File: src/hdl/p1305fm_pkg.sv
// Package for the Poly1305 field multiplier: limb widths, split widths and
// the payload types passed between pipeline sections. No dependencies.
package p1305fm_pkg;

    // Limb widths of the radix 2^44 representation
    localparam int LIMB0_W = 44;
    localparam int LIMB_W  = 43;

    // Products per item and columns of the result
    localparam int NPROD = 9;
    localparam int NCOL  = 3;
    localparam int NPP   = 4;

    // Multiplier operand widths: a limb, and a scaled b limb (up to 10 * 2^43)
    localparam int A_W  = 44;
    localparam int B_W  = 48;
    localparam int AH_W = A_W / 2;
    localparam int BH_W = B_W / 2;

    // Partial product, full product and column sum widths
    localparam int PP_W   = AH_W + BH_W;
    localparam int PROD_W = A_W + B_W;
    localparam int COL_W  = PROD_W + 2;

    // Top carry out of limb 2 and the folded limb 0
    localparam int TOP_W = COL_W - LIMB_W;
    localparam int T0_W  = TOP_W + 3;

    // Pipeline depth from operand register to result register
    localparam int NSTAGE = 8;

    typedef struct packed {
        logic [NPROD-1:0][A_W-1:0] a;
        logic [NPROD-1:0][B_W-1:0] b;
    } opnd_t;

    typedef struct packed {
        logic [NPROD-1:0][NPP-1:0][PP_W-1:0] pp;
    } pp_t;

    typedef struct packed {
        logic [NCOL-1:0][COL_W-1:0] c;
    } col_t;

endpackage

File: src/hdl/p1305fm_carry.sv
// Carry passes and top-carry fold of the field multiplier, ending in the
// result register. Depends on p1305fm_pkg.
module p1305fm_carry
(
    input  logic                              clk,
    input  logic                              rst_n,
    input  logic                              up_valid,
    output logic                              up_ready,
    input  p1305fm_pkg::col_t                 up_data,
    output logic                              dn_valid,
    input  logic                              dn_ready,
    output logic [p1305fm_pkg::LIMB0_W-1:0]   h_low,
    output logic [p1305fm_pkg::LIMB_W-1:0]    h_mid,
    output logic [p1305fm_pkg::LIMB0_W-1:0]   h_high
);

    localparam int L0W  = p1305fm_pkg::LIMB0_W;
    localparam int LW   = p1305fm_pkg::LIMB_W;
    localparam int COLW = p1305fm_pkg::COL_W;
    localparam int TOPW = p1305fm_pkg::TOP_W;
    localparam int T0W  = p1305fm_pkg::T0_W;

    // Stage E: limb 0 split off, carry into column 1
    logic [L0W-1:0]  e_h0_reg,  e_h0_next;
    logic [COLW-1:0] e_c1_reg,  e_c1_next;
    logic [COLW-1:0] e_c2_reg;
    logic            e_valid_reg, e_en;

    // Stage F: limb 1 split off, carry into column 2
    logic [L0W-1:0]  f_h0_reg;
    logic [LW-1:0]   f_h1_reg;
    logic [LW-1:0]   f_h2_reg;
    logic [TOPW-1:0] f_top_reg;
    logic [COLW-1:0] f_c2_next;
    logic            f_valid_reg, f_en;

    // Stage G: top carry times five folded into limb 0
    logic [T0W-1:0]  g_t0_reg,  g_t0_next;
    logic [LW-1:0]   g_h1_reg;
    logic [LW-1:0]   g_h2_reg;
    logic            g_valid_reg, g_en;

    // Stage H: second carry pass into the result register
    logic [L0W-1:0]  h_h0_reg,  h_h0_next;
    logic [LW-1:0]   h_h1_reg,  h_h1_next;
    logic [L0W-1:0]  h_h2_reg,  h_h2_next;
    logic [L0W-1:0]  s1;
    logic            h_valid_reg, h_en;

    assign h_en     = !h_valid_reg || dn_ready;
    assign g_en     = !g_valid_reg || h_en;
    assign f_en     = !f_valid_reg || g_en;
    assign e_en     = !e_valid_reg || f_en;
    assign up_ready = e_en;

    // Carry arithmetic of each stage
    always_comb
    begin
        e_h0_next = up_data.c[0][L0W-1:0];
        e_c1_next = up_data.c[1] + COLW'(up_data.c[0][COLW-1:L0W]);

        f_c2_next = e_c2_reg + COLW'(e_c1_reg[COLW-1:LW]);

        g_t0_next = (T0W'(f_top_reg) << 2) + T0W'(f_top_reg) + T0W'(f_h0_reg);

        h_h0_next = g_t0_reg[L0W-1:0];
        s1        = L0W'(g_h1_reg) + L0W'(g_t0_reg[T0W-1:L0W]);
        h_h1_next = s1[LW-1:0];
        h_h2_next = L0W'(g_h2_reg) + L0W'(s1[LW]);
    end

    // Valid bits
    always_ff @(posedge clk or negedge rst_n)
    begin
        if (!rst_n)
        begin
            e_valid_reg <= 1'b0;
            f_valid_reg <= 1'b0;
            g_valid_reg <= 1'b0;
            h_valid_reg <= 1'b0;
        end
        else
        begin
            if (e_en)
            begin
                e_valid_reg <= up_valid;
            end
            if (f_en)
            begin
                f_valid_reg <= e_valid_reg;
            end
            if (g_en)
            begin
                g_valid_reg <= f_valid_reg;
            end
            if (h_en)
            begin
                h_valid_reg <= g_valid_reg;
            end
        end
    end

    // Payload registers
    always_ff @(posedge clk)
    begin
        if (e_en && up_valid)
        begin
            e_h0_reg <= e_h0_next;
            e_c1_reg <= e_c1_next;
            e_c2_reg <= up_data.c[2];
        end
        if (f_en && e_valid_reg)
        begin
            f_h0_reg  <= e_h0_reg;
            f_h1_reg  <= e_c1_reg[LW-1:0];
            f_h2_reg  <= f_c2_next[LW-1:0];
            f_top_reg <= f_c2_next[COLW-1:LW];
        end
        if (g_en && f_valid_reg)
        begin
            g_t0_reg <= g_t0_next;
            g_h1_reg <= f_h1_reg;
            g_h2_reg <= f_h2_reg;
        end
        if (h_en && g_valid_reg)
        begin
            h_h0_reg <= h_h0_next;
            h_h1_reg <= h_h1_next;
            h_h2_reg <= h_h2_next;
        end
    end

    assign dn_valid = h_valid_reg;
    assign h_low    = h_h0_reg;
    assign h_mid    = h_h1_reg;
    assign h_high   = h_h2_reg;

endmodule

File: config.mk
export PLATFORM = sky130hd
export DESIGN_NAME = p1305fm_carry
export DESIGN_NICKNAME = d
export VERILOG_FILES = /design/src/hdl/p1305fm_pkg.sv /design/src/hdl/p1305fm_carry.sv
export SDC_FILE = /design/constraint.sdc
export NUM_CORES = 1
export LEC_CHECK = 0
export ABC_AREA = 1
export BUFFER_PORTS_ARGS = -buffer_cell sky130_fd_sc_hd__buf_2
export CAP_MARGIN = 30
export CORE_MARGIN = 2
export CORE_UTILIZATION = 37
export DETAILED_ROUTE_END_ITERATION = 8
export PLACE_DENSITY_LB_ADDON = 0.3
export SETUP_SLACK_MARGIN = 0.5
export SYNTH_ARGS = -nofsm -noshare
export SYNTH_HDL_FRONTEND = slang
export SYNTH_SLANG_ARGS = --single-unit
File: constraint.sdc
create_clock -name clk -period 18.6 [get_ports clk]
set_clock_uncertainty 0.15 [all_clocks]
set_input_delay 0 -clock clk [delete_from_list [all_inputs] [get_ports clk]]
set_output_delay 0 -clock clk [all_outputs]
set_load 0.05 [all_outputs]
==> flow_summary.json <==
{
  "num_io_pins": 419,
  "core_sq_mm": 0.114,
  "num_vias": 37800,
  "ctsResizeCount": 0,
  "cp-start-kind": "flop",
  "power.internal_mw": 3.38,
  "cts_sinks": 688,
  "crit_arrival_ns": 4.53,
  "track_usage": 0.263,
  "antenna_found_initial": 3,
  "drt_pre_antenna_iters": 6,
  "comb_power_share": 0.326,
  "path_clk_slew_ns": 0.06,
  "grt-ovfl-total": 0,
  "p_sw_mw": 2.01,
  "maxSlewHeadroom": 0.363,
  "timing.fmax_mhz": 232,
  "p_seq_frac": 0.411,
  "ant_nets": 0,
  "fin_nets": 6659,
  "hold_class": "in -> reg",
  "status": "complete, no violations",
  "total_power_mw": 5.39,
  "rows": 124,
  "hp-start": "dn_ready",
  "holdPathEnd": "dn_valid",
  "p_per_area_mw_per_mm2": 101,
  "end_kind": "flop",
  "fin_crit_sh": 0.232,
  "grt_max_degree": 102,
  "leakage_nw": 24.8,
  "p_clk_frac": 0.263,
  "vdd_drop_max_mv": 0.0736,
  "grt_pass1_wl_um": 227000,
  "final_hold_viol_count": 0,
  "tns_ns": 0,
  "whs_ns": 0.0657,
  "drive_gt1_frac": 0.0918,
  "worst_pin_slew_ns": 0.955,
  "yosysTopAreaCell": "edfxtp_1",
  "io_buffers": 418,
  "reg2reg_from": "g_h1_reg[2]",
  "die_w_um": 342,
  "reg2reg_depth": 20,
  "syn-cell-area_sq_mm": 0.0424,
  "period_minus_slack_ns": 4.31,
  "reg2reg_to": "h_high[32]",
  "crit_type": "reg -> reg",
  "path_max_fanout": 6,
  "syn_inst": 5208,
  "first_global_vias": 37000,
  "area_delta_synth_final_pct": 25.8,
  "wl_per_cell_um": 20.1,
  "cp.required_ns": 18.82,
  "initial_core_util": 0.372,
  "drt-vias-per-instance": 4.89,
  "die_y_um": 342,
  "sw_frac_of_total": 0.373,
  "postRouteWirelength_um": 155000,
  "die_area_sq_mm": 0.117,
  "cts_tree": "yes",
  "whs_path_depth": 5,
  "remaining_drc_errors": 0,
  "htreeDepth": 3,
  "place_congestion": 1.01,
  "ctsRootBufferMaster": "clkbuf_16",
  "clockBufferDepth": 3,
  "syn_area_per_cell_sq_um": 8.13,
  "setup_viol": 0,
  "syn-num-nets": 5713,
  "ys_warn_count": 0,
  "synth_seq_cells": 688,
  "cts_inserted_buffers": 74,
  "clk_latency_ns": 0.63,
  "ys_seq_area_frac": 0.487,
  "synth_area_leaders": "edfxtp_1 (48%), nand2_1 (16%), inv_1 (8.4%), ha_1 (5.1%), nor2_1 (4.6%)",
  "maxSlewViolCount": 0,
  "synth.distinct_cells": 38,
  "rsz0062_at_grt": "false",
  "place_hpwl_um": 128000,
  "reg2reg_slack_ns": 14.29,
  "drv_cap": 0,
  "drt_iter0_markers": 3198,
  "synth_top_area_frac": 0.485
}
-- routing by layer --
layer  vias up  track usage  routed length (um)
met5         -            0                   0
met4         0       0.0935                5580
met3       237       0.0291                9310
met2      1330        0.435               71900
met1     17600        0.357               68600
li1      18600            -                   -
-- synthesized netlist by cell type --
master and instances:
ha_1 173, a21oi_1 125, o21ai_2 1, nor3_1 96, o21ai_0 69, inv_1 952
a31oi_1 1, or2_2 4, o211ai_1 4, xor2_1 174, nand4_2 1, nand2_4 2
nor2_4 3, nand2_1 1801, nor3b_1 3, edfxtp_1 684, nand2_2 1, nor2_1 516
and3_1 2, dfrtp_1 4, nand4_1 113, nor3_2 1, o21a_1 10, a21boi_0 3
nor4b_1 1, nand3_2 2, o21bai_1 8, nand3b_1 11, xnor2_1 40, nor3_4 2
nor2_2 6, fa_1 46, clkbuf_1 1, nand3_1 318, nor4_1 19, a21o_1 6
and2_1 4, nor4_2 1
-- final cells by class --
| class | instances | area (sq um) |
|---|---|---|
| multi-input combinational | 3567 | 18200 |
| tap | 1512 | 1890 |
| sequential | 688 | 20600 |
| timing repair buffer | 871 | 6680 |
| inverter | 952 | 3580 |
| antenna | 1 | 2.50 |
| fill | 11200 | 60600 |
| clock inverter | 49 | 384 |
| clock buffer | 85 | 1940 |
-- worst max-delay path, cell delays in order (launching register included) --
cell and delay (ns):
edfxtp_1 0.37, ha_1 0.39, nand2_1 0.10, nand3_1 0.18, nand2_1 0.07, nand2_1 0.10
a21oi_1 0.14, nor2_2 0.23, nand4_1 0.22, nor3_1 0.26, ha_1 0.33, ha_1 0.39
nand2_2 0.12, nor3_4 0.32, nand2_4 0.09, nor2_4 0.13, nand2_4 0.07, nor2_4 0.10
nand3_2 0.09, nor2_2 0.12, xor2_1 0.07
-- per-stage QoR --
step,cells,util,worst slack [ns],area [sq um]
2_1_floorplan,5208,-,6.89,42400
3_3_place_gp,7144,0.408,14.33,46400
3_5_place_dp,7145,0.408,14.27,46400
4_1_cts,7721,0.467,14.26,53200
5_1_grt,7725,0.468,13.83,53300
6_report,7725,0.468,14.29,53300
-- power by group through the flow --
stage | clock, mW | combinational, mW | sequential [mW]
final | 1.42 | 1.76 | 2.22
after global routing | 1.51 | 1.90 | 2.24
after CTS | 1.45 | 1.73 | 2.22
after detailed placement | 0 | 1.65 | 2.25
after global placement | 0 | 1.65 | 2.25
after floorplan | 0 | 0.856 | 2.42
-- layout by cell type (no fill, tap or decap), drive strengths merged, types with 70 or more instances in the layout --
cell type	n
edfxtp	684
nand4	114
nor2	525
inv	963
xor2	174
nor3	99
clkbuf	85
dlygate4sd3	442
nand2	1804
o21ai	70
buf	429
nand3	320
ha	173
a21oi	125
-- cells by family (layout without fill, tap and decap cells) --
logic type | Yosys count | after routing | synth area share
buffers and inverters | 953 | 1957 | 0.0845
AO/OA/AOI/OAI | 227 | 227 | 0.0288
adder cells (fa/ha/maj) | 219 | 219 | 0.0728
AND/OR/NAND/NOR | 2907 | 2907 | 0.282
other | 0 | 1 | 0
XOR/XNOR | 214 | 214 | 0.0443
flip-flops | 688 | 688 | 0.487
-- worst max path at each step --
stage	from	endpoint	slack [ns]	cells after the start
after floorplan	dn_valid	e_c1_reg[0]	6.89	9
after global placement	g_t0_reg[46]	h_high[32]	14.33	20
after detailed placement	g_h1_reg[2]	h_high[32]	14.27	20
after CTS	g_h1_reg[2]	h_high[32]	14.26	20
after global routing	g_t0_reg[46]	h_high[32]	13.83	20
final	g_h1_reg[2]	h_high[32]	14.29	20
-- timing repair --
action,4_1_cts,5_1_grt
hold buffers,442,0
endpoints found under the hold margin,254,0
setup buffers,0,0
Note: power is estimated with default switching activity, not from simulation.
